**config.mk**
```make
export PLATFORM = sky130hd
export DESIGN_NAME = cdg_ctl
export DESIGN_NICKNAME = d
export VERILOG_FILES = /design/src/hdl/cdg_pkg.sv /design/src/hdl/cdg_ctl.sv
export SDC_FILE = /design/constraint.sdc
export NUM_CORES = 1
export LEC_CHECK = 0
export BUFFER_PORTS_ARGS = -buffer_cell sky130_fd_sc_hd__buf_2
export CORE_MARGIN = 2
export CORE_UTILIZATION = 50
export CTS_CLUSTER_SIZE = 24
export DETAILED_ROUTE_END_ITERATION = 10
export MAX_ROUTING_LAYER = met4
export PLACE_DENSITY = 0.7
export SLEW_MARGIN = 10
export SYNTH_ARGS = -nofsm -noshare
export SYNTH_HDL_FRONTEND = slang
export SYNTH_SLANG_ARGS = --single-unit
```
**constraint.sdc**
```tcl
create_clock -name aclk -period 11.35 [get_ports aclk]
set_input_delay 1.135 -clock aclk [delete_from_list [all_inputs] [get_ports aclk]]
set_output_delay 1.135 -clock aclk [all_outputs]
set_load 0.05 [all_outputs]
```
**src/hdl/cdg_pkg.sv**
```systemverilog
// ----------------------------------------------------------------------------
// cdg_pkg
// Shared types and constants of the central-difference gradient unit.
// ----------------------------------------------------------------------------
package cdg_pkg;

    localparam int ROW_W      = 12;  // out_row and row counter
    localparam int OUT_COL_W  = 10;  // out_col field
    localparam int WIDTH_W    = 11;  // image_width register
    localparam int HEIGHT_W   = 12;  // image_height register
    localparam int CFG_DATA_W = 12;
    localparam int CFG_IDX_W  = 1;

    typedef enum logic [CFG_IDX_W-1:0] {
        REG_IMAGE_WIDTH  = 1'b0,
        REG_IMAGE_HEIGHT = 1'b1
    } cfg_reg_t;

    // one bit per result kind, emitted lowest first
    localparam logic [2:0] RES_ABOVE = 3'b001;  // (r-1, c)
    localparam logic [2:0] RES_LEFT  = 3'b010;  // (r, c-1), last row only
    localparam logic [2:0] RES_HERE  = 3'b100;  // (r, c), last pixel of frame

    // position of an accepted pixel, decoded once at the input
    typedef struct packed {
        logic first_row;
        logic row_one;
        logic last_row;
        logic col_zero;
        logic col_one;
        logic last_col;
    } pos_flags_t;

endpackage

```
**src/hdl/cdg_ctl.sv**
```systemverilog
// ----------------------------------------------------------------------------
// cdg_ctl
// Config registers and raster position tracking; decodes each pixel's place.
// ----------------------------------------------------------------------------
module cdg_ctl #(
    parameter int MAX_WIDTH = 1024
) (
    input  logic                             aclk,
    input  logic                             aresetn,
    input  logic                             cfg_valid,
    output logic                             cfg_ready,
    input  logic [cdg_pkg::CFG_IDX_W-1:0]    cfg_index,
    input  logic [cdg_pkg::CFG_DATA_W-1:0]   cfg_data,
    input  logic                             accept,
    output logic [$clog2(MAX_WIDTH)-1:0]     pos_col,
    output logic [$clog2(MAX_WIDTH)-1:0]     pos_col_next,
    output logic [cdg_pkg::ROW_W-1:0]        pos_row,
    output cdg_pkg::pos_flags_t              pos_flags
);
    import cdg_pkg::*;

    localparam int CW = $clog2(MAX_WIDTH);

    logic [WIDTH_W-1:0]  width_reg;
    logic [HEIGHT_W-1:0] height_reg;
    logic [CW-1:0]       col_reg, col_next;
    logic [ROW_W-1:0]    row_reg, row_next;

    logic [CW-1:0]    last_col;
    logic [ROW_W-1:0] last_row;
    logic             wrap_col;
    logic [CW-1:0]    c_eff;
    logic [ROW_W:0]   r_inc;
    logic [ROW_W-1:0] r_eff;

    assign cfg_ready = 1'b1;

    always_ff @(posedge aclk) begin
        if (!aresetn) begin
            width_reg  <= WIDTH_W'(640);
            height_reg <= HEIGHT_W'(480);
        end else if (cfg_valid && cfg_ready) begin
            unique case (cfg_reg_t'(cfg_index))
                REG_IMAGE_WIDTH:  width_reg  <= cfg_data[WIDTH_W-1:0];
                REG_IMAGE_HEIGHT: height_reg <= cfg_data[HEIGHT_W-1:0];
                default: ;
            endcase
        end
    end

    // width clamped to 2..MAX_WIDTH, height zero taken as one
    always_comb begin
        if (width_reg < WIDTH_W'(2)) begin
            last_col = CW'(1);
        end else if (32'(width_reg) > MAX_WIDTH) begin
            last_col = CW'(MAX_WIDTH - 1);
        end else begin
            last_col = CW'(width_reg - WIDTH_W'(1));
        end
        last_row = (height_reg == '0) ? '0 : ROW_W'(height_reg - HEIGHT_W'(1));
    end

    // a stored position beyond a shrunken size starts the next row / frame
    assign wrap_col = (col_reg > last_col);
    assign c_eff    = wrap_col ? '0 : col_reg;
    assign r_inc    = {1'b0, row_reg} + (ROW_W+1)'(wrap_col);
    assign r_eff    = (r_inc > {1'b0, last_row}) ? '0 : r_inc[ROW_W-1:0];

    always_comb begin
        if (c_eff == last_col) begin
            col_next = '0;
            row_next = (r_eff == last_row) ? '0 : r_eff + ROW_W'(1);
        end else begin
            col_next = c_eff + CW'(1);
            row_next = r_eff;
        end
    end

    always_ff @(posedge aclk) begin
        if (!aresetn) begin
            col_reg <= '0;
            row_reg <= '0;
        end else if (accept) begin
            col_reg <= col_next;
            row_reg <= row_next;
        end
    end

    assign pos_col      = c_eff;
    assign pos_col_next = c_eff + CW'(1);
    assign pos_row      = r_eff;

    always_comb begin
        pos_flags.first_row = (r_eff == '0);
        pos_flags.row_one   = (r_eff == ROW_W'(1));
        pos_flags.last_row  = (r_eff == last_row);
        pos_flags.col_zero  = (c_eff == '0);
        pos_flags.col_one   = (c_eff == CW'(1));
        pos_flags.last_col  = (c_eff == last_col);
    end

    a_row_in_frame: assert property (@(posedge aclk) disable iff (!aresetn)
        accept |-> r_eff <= last_row)
        else $error("pixel row beyond frame height");

    a_col_in_row: assert property (@(posedge aclk) disable iff (!aresetn)
        accept |-> c_eff <= last_col)
        else $error("pixel column beyond row width");

    a_edges_apart: assert property (@(posedge aclk) disable iff (!aresetn)
        accept |-> !(pos_flags.col_zero && pos_flags.last_col))
        else $error("first and last column coincide");

endmodule

```
==> reports/metrics.yaml <==
outcome: "finished clean"
critical_path_arrival_ps: 8570
viasPerCell: 6.24
dpl.hpwl_um: 10400
worst_pin_slew_ps: 802
pin_count: 56
cap_violations: 0
hold_depth: 2
yosysWarnings: 0
grt_start_max_net_pins: 43
antenna_cells: 0
clock_sinks: 45
die_x_um: 100
irDropWorstVdd_v: 0.0000528
grt_pass1_vias: 4446
fin_nets: 726
synthFlopType: "dfxtp_1"
placed_area_mm2: 0.00491
start_kind: "flip-flop"
avgSynthCellArea_um2: 7.15
worst-path-max-fanout: 16
switchingPower_mw: 0.142
final_cell_mix: "nand2_1, buf_2, dfxtp_1, nor2_1, inv_1"
fin_total_pwr_mw: 0.388
tns_ps: 0
cts_setup_buffers: 0
p_leak_nw: 2.13
finalCritPeriodShare: 0.855
row_count: 35
holdBufCountCts: 0
gp_congestion: 0.987
drv_slew: 0
worstRegToRegCells: 26
drt-total-wl_um: 13300
cts_tree: "built"
grt_pass1_wl_um: 22200
crit_required_ps: 10220
r2r-start: "width_reg[4]"
design_area_mm2: 0.00500
synth_nets: 698
pwr-share-seq: 0.444
setup_viol: 0
drt_first_pass_iters: 5
die_h_um: 100
synthArstFlopShare: 0
endpoint_kind: "output pin"
synthToLayoutAreaGrowth_pct: 7.73
synth_edf_count: 0
io_buffers: 54
synth_area_mm2: 0.00464
root_buffer: "clkbuf_8"
crit_type: "reg -> out"
syn-instance-count: 649
core_mm2: 0.00911
finalHoldViolCount: 0
first_iter_violations: 372
power_density_mw_per_mm2: 77.5
hold_start: "width_reg[6]"
cts_buffer_depth: 2
die-area_mm2: 0.0101
fin_crit_ps: 9710
synth_cell_type_count: 72
pwr-share-comb: 0.286
p_int_mw: 0.246
reg2reg_slack_ps: 2880
p_sw_frac: 0.366
hold_path_end: "width_reg[6]"
rsz0062_at_grt: "false"
dp_cells: 781
mostFrequentLayoutCell: "nand2_1"
grtUsageTotal: 0.278
wl_per_cell_um: 16.9
ant_nets: 0
clkPwrFrac: 0.270
fmax_mhz: 103
hold_class: "reg -> reg"
cts_buffers: 5
fin_cells: 789
timing.slew.headroom: 0.461
drive_gt1_frac: 0.118
drc: 0
path_clk_slew_ps: 90
synth_seq_area_share: 0.194
clock_skew_ps: 8.52
vias: 4922
fillerInstances: 899
cts_max_level: 2
r2r_end: "row_reg[9]"
grt-ovfl-total: 0
ys_ff_latch: 45
cts-resized-gates: 0
start_util: 0.510
insertion_delay_ps: 310
antenna_found_initial: 0
-- final cells by class --
type / count / area, µm² / share of cell area
Timing Repair Buffer: 55 / 278 / 0.0555
Sequential cell: 45 / 901 / 0.180
Clock inverter: 3 / 21.3 / 0.00425
Clock buffer: 5 / 68.8 / 0.0138
Inverter: 38 / 143 / 0.0285
Multi-Input combinational cell: 532 / 3450 / 0.690
Tap cell: 111 / 139 / 0.0278
-- power groups by stage --
stage / logic, mW / registers (mW) / clock network [mW]
final: 0.111 / 0.172 / 0.105
after global routing: 0.123 / 0.174 / 0.114
after CTS: 0.109 / 0.172 / 0.106
after detailed placement: 0.109 / 0.176 / 0
after global placement: 0.107 / 0.175 / 0
after floorplan: 0.0880 / 0.171 / 0
-- worst max path at each step --
stage	start	cells after the start	slack, ps	end
6_report	width_reg[4]	25	1640	pos_flags[3]
5_1_grt	width_reg[4]	24	1100	pos_flags[3]
4_1_cts	width_reg[4]	25	1870	pos_flags[3]
3_5_place_dp	width_reg[4]	25	2210	pos_flags[3]
3_3_place_gp	width_reg[4]	25	2580	pos_flags[3]
2_1_floorplan	width_reg[4]	26	1610	pos_flags[3]
-- per-layer routing --
layer | routed length [µm] | track usage | share of wire
met5 | 0 | - | 0
met4 | 263 | 0.0811 | 0.020
met3 | 808 | 0.0348 | 0.061
met2 | 5850 | 0.423 | 0.44
met1 | 6400 | 0.387 | 0.48
-- logic make-up (layout without fill, tap and decap cells) --
kind of cell | after synthesis | after routing | share of synthesized area
XOR/XNOR | 32 | 32 | 0.0604
other | 1 | 1 | 0.000808
flip-flops | 45 | 45 | 0.194
multiplexers | 5 | 5 | 0.0113
AND/OR/NAND/NOR | 313 | 313 | 0.358
buffers and inverters | 72 | 101 | 0.0625
adder cells (fa/ha/maj) | 32 | 32 | 0.0862
AO/OA/AOI/OAI | 149 | 149 | 0.227
-- Yosys cell counts, types with 4 or more instances --
master	count	area [µm²]
nand4_1	17	106
a21oi_1	17	85.1
xnor2_1	15	131
o211ai_1	4	30.0
or4_1	9	67.6
o22ai_1	9	56.3
inv_1	38	143
nor4_1	11	68.8
and4_1	9	78.8
nor3_1	20	100
nand2_1	98	368
nor2_1	39	146
o21ai_0	20	100
a221oi_1	4	35.0
a21boi_0	20	150
ha_1	32	400
o21ai_1	8	40.0
o31ai_1	7	52.6
o221ai_1	7	61.3
dfxtp_1	45	901
nor2b_1	7	43.8
or3_1	8	50.1
nand3_1	28	140
xor2_1	17	149
clkbuf_1	26	97.6
a21o_1	7	52.6
nand2b_1	6	37.5
and3_1	17	106
buf_2	4	20.0
a31oi_1	8	50.1
and2_1	23	144
-- through the flow --
| stage | worst slack [ps] | utilization | hold slack (ps) |
|---|---|---|---|
| 2_1_floorplan | 1610 | - | 452 |
| 3_3_place_gp | 2580 | 0.539 | 476 |
| 3_5_place_dp | 2210 | 0.539 | 487 |
| 4_1_cts | 1870 | 0.549 | 500 |
| 5_1_grt | 1100 | 0.549 | 525 |
| 6_report | 1640 | 0.549 | 498 |
-- worst max-delay path: stages (launching register included) --
cell       delay, ps
dfxtp_1          360
or4_1            700
or4_4            560
and2_1           170
o21ai_1          250
ha_1             190
nand4_1          130
a211oi_1         280
a2111o_1         270
nand2_1          260
inv_1            460
ha_1             280
ha_1             210
nand4_1          290
o21a_1           300
nor2_1           270
inv_1            150
ha_1             340
and3_1           190
o21ai_0          170
a2bb2oi_1        180
nor3_1           670
nand2_1          250
o31a_1           350
a2111oi_1        590
buf_2            370
No activity file was read; power rests on OpenSTA's default activity.
