`src/hdl/cdg_pkg.sv`:
```
// ----------------------------------------------------------------------------
// cdg_pkg
// Shared types and constants of the central-difference gradient unit.
// ----------------------------------------------------------------------------
package cdg_pkg;

    localparam int ROW_W      = 12;  // out_row and row counter
    localparam int OUT_COL_W  = 10;  // out_col field
    localparam int WIDTH_W    = 11;  // image_width register
    localparam int HEIGHT_W   = 12;  // image_height register
    localparam int CFG_DATA_W = 12;
    localparam int CFG_IDX_W  = 1;

    typedef enum logic [CFG_IDX_W-1:0] {
        REG_IMAGE_WIDTH  = 1'b0,
        REG_IMAGE_HEIGHT = 1'b1
    } cfg_reg_t;

    // one bit per result kind, emitted lowest first
    localparam logic [2:0] RES_ABOVE = 3'b001;  // (r-1, c)
    localparam logic [2:0] RES_LEFT  = 3'b010;  // (r, c-1), last row only
    localparam logic [2:0] RES_HERE  = 3'b100;  // (r, c), last pixel of frame

    // position of an accepted pixel, decoded once at the input
    typedef struct packed {
        logic first_row;
        logic row_one;
        logic last_row;
        logic col_zero;
        logic col_one;
        logic last_col;
    } pos_flags_t;

endpackage

```
`src/hdl/cdg_grad.sv`:
```
// ----------------------------------------------------------------------------
// cdg_grad
// Work stage: line-buffer forwarding, gradient math, result sequencing and
// the output register.
// ----------------------------------------------------------------------------
module cdg_grad #(
    parameter int MAX_WIDTH  = 1024,
    parameter int PIXEL_BITS = 16
) (
    input  logic                             aclk,
    input  logic                             aresetn,
    input  logic                             accept,
    output logic                             in_ready,
    input  logic [PIXEL_BITS-1:0]            in_pixel,
    input  logic [$clog2(MAX_WIDTH)-1:0]     pos_col,
    input  logic [cdg_pkg::ROW_W-1:0]        pos_row,
    input  cdg_pkg::pos_flags_t              pos_flags,
    input  logic [PIXEL_BITS-1:0]            rd_mid,
    input  logic [PIXEL_BITS-1:0]            rd_nxt,
    input  logic [PIXEL_BITS-1:0]            rd_old2,
    output logic                             wr_en,
    output logic [$clog2(MAX_WIDTH)-1:0]     wr_addr,
    output logic [PIXEL_BITS-1:0]            wr_pix,
    output logic [PIXEL_BITS-1:0]            wr_mid,
    output logic                             out_valid,
    input  logic                             out_ready,
    output logic signed [PIXEL_BITS:0]       out_grad_x,
    output logic signed [PIXEL_BITS:0]       out_grad_y,
    output logic [cdg_pkg::ROW_W-1:0]        out_row,
    output logic [cdg_pkg::OUT_COL_W-1:0]    out_col,
    output logic                             out_run_last,
    output logic                             out_frame_done
);
    import cdg_pkg::*;

    localparam int CW = $clog2(MAX_WIDTH);
    localparam int GW = PIXEL_BITS + 1;

    function automatic logic [GW-1:0] diff(input logic [PIXEL_BITS-1:0] a,
                                           input logic [PIXEL_BITS-1:0] b);
        return {1'b0, a} - {1'b0, b};
    endfunction

    // work stage
    logic                  st_valid_reg;
    logic [2:0]            pend_reg;
    logic [PIXEL_BITS-1:0] st_pix_reg;
    logic [CW-1:0]         st_col_reg;
    logic [ROW_W-1:0]      st_row_reg;
    pos_flags_t            st_flags_reg;

    // history of previous pixels
    logic [PIXEL_BITS-1:0] lp_reg, slp_reg, prev_mid_reg;

    // last line-buffer write, for same-edge read forwarding
    logic                  wrec_valid_reg;
    logic [CW-1:0]         wrec_addr_reg;
    logic [PIXEL_BITS-1:0] wrec_pix_reg, wrec_mid_reg;

    // output register
    logic                  m_valid_reg;
    logic [GW-1:0]         m_gx_reg, m_gy_reg;
    logic [ROW_W-1:0]      m_row_reg;
    logic [OUT_COL_W-1:0]  m_col_reg;
    logic                  m_last_reg, m_done_reg;

    logic                  hit_mid, hit_nxt;
    logic [PIXEL_BITS-1:0] old_mid, nxt, old2, up;
    logic [GW-1:0]         a_gx, a_gy, b_gx, b_gy, c_gx, c_gy;
    logic [2:0]            pick, pend_after, pend_init;
    logic                  out_free, emit, leave;
    logic [GW-1:0]         sel_gx, sel_gy;
    logic [ROW_W-1:0]      sel_row;
    logic [CW-1:0]         sel_col;

    assign hit_mid = wrec_valid_reg && (wrec_addr_reg == st_col_reg);
    assign hit_nxt = wrec_valid_reg && (wrec_addr_reg == st_col_reg + CW'(1));
    assign old_mid = hit_mid ? wrec_pix_reg : rd_mid;
    assign nxt     = hit_nxt ? wrec_pix_reg : rd_nxt;
    assign old2    = hit_mid ? wrec_mid_reg : rd_old2;
    assign up      = st_flags_reg.row_one ? old_mid : old2;

    // row above: (r-1, c); row r-1 at c-1 is the previous pixel's old_mid
    always_comb begin
        if (st_flags_reg.col_zero) begin
            a_gx = diff(nxt, old_mid);
        end else if (st_flags_reg.last_col) begin
            a_gx = diff(old_mid, prev_mid_reg);
        end else begin
            a_gx = diff(nxt, prev_mid_reg);
        end
        a_gy = diff(st_pix_reg, up);
        b_gx = st_flags_reg.col_one ? diff(st_pix_reg, lp_reg) : diff(st_pix_reg, slp_reg);
        b_gy = st_flags_reg.first_row ? '0 : diff(lp_reg, prev_mid_reg);
        c_gx = diff(st_pix_reg, lp_reg);
        c_gy = st_flags_reg.first_row ? '0 : diff(st_pix_reg, old_mid);
    end

    assign pick       = pend_reg & (~pend_reg + 3'd1);
    assign out_free   = !m_valid_reg || out_ready;
    assign emit       = st_valid_reg && (pend_reg != '0) && out_free;
    assign pend_after = emit ? (pend_reg & ~pick) : pend_reg;
    assign leave      = st_valid_reg && (pend_after == '0);
    assign in_ready   = !st_valid_reg || leave;

    assign pend_init = (pos_flags.first_row ? 3'b000 : RES_ABOVE)
                     | ((pos_flags.last_row && !pos_flags.col_zero) ? RES_LEFT : 3'b000)
                     | ((pos_flags.last_row && pos_flags.last_col) ? RES_HERE : 3'b000);

    always_comb begin
        case (pick)
            RES_ABOVE: begin
                sel_gx  = a_gx;
                sel_gy  = a_gy;
                sel_row = st_row_reg - ROW_W'(1);
                sel_col = st_col_reg;
            end
            RES_LEFT: begin
                sel_gx  = b_gx;
                sel_gy  = b_gy;
                sel_row = st_row_reg;
                sel_col = st_col_reg - CW'(1);
            end
            default: begin
                sel_gx  = c_gx;
                sel_gy  = c_gy;
                sel_row = st_row_reg;
                sel_col = st_col_reg;
            end
        endcase
    end

    always_ff @(posedge aclk) begin
        if (!aresetn) begin
            st_valid_reg <= 1'b0;
            pend_reg     <= '0;
        end else if (accept) begin
            st_valid_reg <= 1'b1;
            pend_reg     <= pend_init;
        end else begin
            if (leave) begin
                st_valid_reg <= 1'b0;
            end
            pend_reg <= pend_after;
        end
    end

    always_ff @(posedge aclk) begin
        if (accept) begin
            st_pix_reg   <= in_pixel;
            st_col_reg   <= pos_col;
            st_row_reg   <= pos_row;
            st_flags_reg <= pos_flags;
        end
        if (leave) begin
            lp_reg        <= st_pix_reg;
            slp_reg       <= lp_reg;
            prev_mid_reg  <= old_mid;
            wrec_addr_reg <= st_col_reg;
            wrec_pix_reg  <= st_pix_reg;
            wrec_mid_reg  <= old_mid;
        end
    end

    always_ff @(posedge aclk) begin
        if (!aresetn) begin
            wrec_valid_reg <= 1'b0;
        end else if (leave) begin
            wrec_valid_reg <= 1'b1;
        end
    end

    assign wr_en   = leave;
    assign wr_addr = st_col_reg;
    assign wr_pix  = st_pix_reg;
    assign wr_mid  = old_mid;

    always_ff @(posedge aclk) begin
        if (!aresetn) begin
            m_valid_reg <= 1'b0;
        end else if (emit) begin
            m_valid_reg <= 1'b1;
        end else if (out_ready) begin
            m_valid_reg <= 1'b0;
        end
    end

    always_ff @(posedge aclk) begin
        if (emit) begin
            m_gx_reg   <= sel_gx;
            m_gy_reg   <= sel_gy;
            m_row_reg  <= sel_row;
            m_col_reg  <= OUT_COL_W'(sel_col);
            m_last_reg <= (pend_after == '0);
            m_done_reg <= (pick == RES_HERE);
        end
    end

    assign out_valid      = m_valid_reg;
    assign out_grad_x     = $signed(m_gx_reg);
    assign out_grad_y     = $signed(m_gy_reg);
    assign out_row        = m_row_reg;
    assign out_col        = m_col_reg;
    assign out_run_last   = m_last_reg;
    assign out_frame_done = m_done_reg;

    a_done_is_last: assert property (@(posedge aclk) disable iff (!aresetn)
        m_valid_reg && m_done_reg |-> m_last_reg)
        else $error("frame end not on last beat of its pixel");

    a_hold_pending: assert property (@(posedge aclk) disable iff (!aresetn)
        st_valid_reg && (pend_reg != '0) && m_valid_reg && !out_ready |-> !in_ready)
        else $error("input taken while results still pending");

    a_write_record: assert property (@(posedge aclk) disable iff (!aresetn)
        leave |=> wrec_valid_reg && (wrec_addr_reg == $past(st_col_reg)))
        else $error("forwarding record does not track line write");

endmodule

```
`config.mk`:
```
export PLATFORM = sky130hd
export DESIGN_NAME = cdg_grad
export DESIGN_NICKNAME = d
export VERILOG_FILES = /design/src/hdl/cdg_pkg.sv /design/src/hdl/cdg_grad.sv
export SDC_FILE = /design/constraint.sdc
export NUM_CORES = 1
export LEC_CHECK = 0
export ABC_CLOCK_PERIOD_IN_PS = 7300
export BUFFER_PORTS_ARGS = -buffer_cell sky130_fd_sc_hd__buf_2
export CAP_MARGIN = 40
export CORE_ASPECT_RATIO = 0.8
export CORE_UTILIZATION = 45
export DETAILED_ROUTE_END_ITERATION = 6
export HOLD_SLACK_MARGIN = 0.02
export PLACE_DENSITY = 0.78
export SYNTH_ARGS = -nofsm -noshare
export SYNTH_HDL_FRONTEND = slang
export SYNTH_SLANG_ARGS = --single-unit
```
`constraint.sdc`:
```
create_clock -name aclk -period 7.3 [get_ports aclk]
set_input_delay 0.365 -clock aclk [delete_from_list [all_inputs] [get_ports aclk]]
set_output_delay 0.365 -clock aclk [all_outputs]
set_load 0.01 [all_outputs]
```
==> out/metrics.cfg <==
[critical_path]
critPathBufInv=1
slowest_stage=nor4_4
end_kind=flip-flop
path_cells=xnor2_1 > nand4_1 > nor4_4 > buf_4 > mux2i_1 > ha_1 > a211oi_1 > o21ai_0 > a21oi_1 > o311ai_0 > o311ai_0 > nand3_1 > a32oi_1
crit_fanout=26
critPathTopFamily=compound AO/OA/AOI/OAI gates
critPathKind=flip-flop to flip-flop
r2r_start=wr_addr[8]$_DFFE_PP_
critPathMaxStageDelay_ps=650
start_kind=flip-flop
cp.arrival_ps=5600
cp_common_cell=o311ai_0
cp-startpoint=wr_addr[8]$_DFFE_PP_
cp_data_required_time_ps=7580

[finish]
syn2layout_area_growth_pct=16.06
final_layout_size_suffix_gt1_frac=0.1751
final_cell_mix=buf_2 (199), edfxtp_1 (159), ha_1 (116)
mostFrequentLayoutCell=buf_2
final_nets=1708

[route]
wl_per_cell_um=19.49
wl_met1_mm=16.43
wl_met2_mm=15.82
drtIter0Drc=668
vias_per_cell=5.790
drt-total-wl_mm=36.42
dr_wl_met3_mm=3.411
drc=0
num_vias=10820
drtPass1Iterations=5
ant_nets=0
dr.max_layer_used=met4

[job]
cap_violations=0

[cts]
clock_path_buffers=2
cts_hold_buf=0
cts.repair.resized=0
post_cts_buffers=0
cts_buffers=17
htree_levels=4
clk_pin_slew_ps=70
clkLatencyLatePin_ps=440
cts-root-buf=clkbuf_16
cts_sinks=165
cts_tree=done

[timing]
finalSetupTns_ps=0
timing.hold.ws_ps=95.04
slew_viol_final=0
finalWorstSetupSlack_ps=1978
finClkSkew_ps=8.916
grt_setup_unrepaired=no
worst_pin_slew_ps=892.5
post-route-period-util=0.7291
maxSlewHeadroom=0.3995
clock.fmax_mhz=187.9
hold_viol=0
setup_viol=0
period_needed_ps=5322

[grt]
gr-total-overflow=0
grt_first_pass_wirelength_mm=55.79
antenna_found_initial=3
grt_pass1_vias=10370
grt_max_degree=61
grt.total_usage=0.2571

[die]
core.rowCount=54
start_util=0.4581
core_mm2=0.02723
die-area_mm2=0.02840
die_h_um=150.9
io_pins=199
die_w_um=188.2

[run_status]
status=finished, final reports clean

[logic_synthesis]
synth_edf_count=159
synthFlopType=edfxtp_1
synth_area_per_cell_um2=9.633
yosysSeqAreaShare=0.3924
ys_types=74
syn_area_mm2=0.01247
ys_seq_elements=165
ys_async_sr_fraction=0
synth_cells=1295
syn_nets=1514
yosysWarnings=0

[place]
place_ws_ps=2155
io_buffers=198
place.gp.congestion=0.9320
hpwl_mm=27.76

[hold_path]
worstHoldStart=in_pixel[1]
hold_class=primary input to flip-flop

[power]
powerDensity_mw_per_mm2=203.5
power.total_mw=2.946
ir_worst_vdd_v=0.0001961
p_leak_nw=6.117

==> area by class of cell <==
class	instances	area (µm²)
flip-flops and latches	165	4895
repair buffers	210	1099
well taps	364	455.4
diodes	3	7.507
clock inverters	10	126.4
fillers	2417	12750
clock buffers	22	454.2
inverters	98	367.9
multi-input cells	997	7073
==> synthesized netlist by cell type, types with 3 or more instances <==
| cell | n | share of area |
|---|---|---|
| o21a_1 | 27 | 0.016 |
| xor2_1 | 44 | 0.031 |
| nor3_1 | 33 | 0.013 |
| a2111oi_0 | 4 | 0.0028 |
| o2111ai_1 | 5 | 0.0035 |
| ha_1 | 116 | 0.12 |
| fa_1 | 7 | 0.011 |
| edfxtp_1 | 159 | 0.38 |
| clkbuf_1 | 20 | 0.0060 |
| o21bai_1 | 9 | 0.0054 |
| nor4_1 | 7 | 0.0035 |
| and3_1 | 11 | 0.0055 |
| a22oi_1 | 4 | 0.0024 |
| a21oi_1 | 85 | 0.034 |
| nand2b_1 | 23 | 0.012 |
| o22ai_1 | 19 | 0.0095 |
| o311ai_0 | 4 | 0.0028 |
| nor2b_1 | 11 | 0.0055 |
| dfxtp_1 | 6 | 0.0096 |
| o221ai_1 | 4 | 0.0028 |
| mux2i_1 | 42 | 0.034 |
| buf_2 | 10 | 0.0040 |
| a211oi_1 | 20 | 0.012 |
| xnor2_1 | 53 | 0.037 |
| o31ai_1 | 11 | 0.0066 |
| inv_1 | 97 | 0.029 |
| nand4_1 | 8 | 0.0040 |
| or2_2 | 8 | 0.0040 |
| a21o_1 | 28 | 0.017 |
| nor2_1 | 113 | 0.034 |
| nand3_1 | 24 | 0.0096 |
| o211ai_1 | 10 | 0.0060 |
| a31oi_1 | 13 | 0.0065 |
| and2_1 | 9 | 0.0045 |
| or3_1 | 11 | 0.0055 |
| o311a_1 | 5 | 0.0040 |
| buf_1 | 3 | 0.00090 |
| o21ai_0 | 74 | 0.030 |
| a211o_1 | 8 | 0.0056 |
| a21boi_0 | 3 | 0.0018 |
| a41oi_1 | 3 | 0.0021 |
| nand2_1 | 94 | 0.028 |
| o31a_1 | 6 | 0.0042 |
| mux2_2 | 3 | 0.0027 |
==> per-stage QoR <==
step                  util  cells  area (µm²)
floorplan                -   1295       12470
global placement    0.5089   1832       13860
detailed placement  0.5101   1834       13890
CTS                 0.5314   1866       14470
global route        0.5314   1866       14470
finish              0.5317   1869       14480
==> where the power goes <==
group | switching [mW] | internal, mW | total [mW]
combinational | 0.494 | 0.359 | 0.853
sequential | 0.0665 | 1.12 | 1.18
clock | 0.392 | 0.518 | 0.910
total | 0.952 | 1.99 | 2.95
==> path summary, 6_finish.rpt <==
check / to / slack [ps] / cells after the start
max reg2reg: out_grad_x[14]$_DFFE_PP_ / 1980 / 13
min reg2reg: out_valid$_SDFFE_PN0P_ / 510 / 2
min: wr_pix[1]$_DFFE_PP_ / 100 / 1
max: out_grad_x[14]$_DFFE_PP_ / 1980 / 13
==> per-layer routing <==
| metal | global-route usage | vias to the layer above |
|---|---|---|
| met2 | 0.3965 | 505 |
| met1 | 0.3539 | 5076 |
| li1 | - | 5195 |
| met3 | 0.06441 | 46 |
| met4 | 0.08130 | 0 |
| met5 | 0 | - |
==> cells by family (layout without fill, tap and decap cells) <==
group / count (synthesis) / count (layout) / synth area share
AO/OA/AOI/OAI: 369 / 369 / 0.1971
XOR/XNOR: 97 / 97 / 0.06810
adder cells (fa/ha/maj): 124 / 124 / 0.1284
buffers and inverters: 133 / 340 / 0.04142
flip-flops: 165 / 165 / 0.3924
multiplexers: 45 / 45 / 0.03641
other: 0 / 3 / 0
AND/OR/NAND/NOR: 362 / 362 / 0.1362
Note: power is estimated with default switching activity, not from simulation.
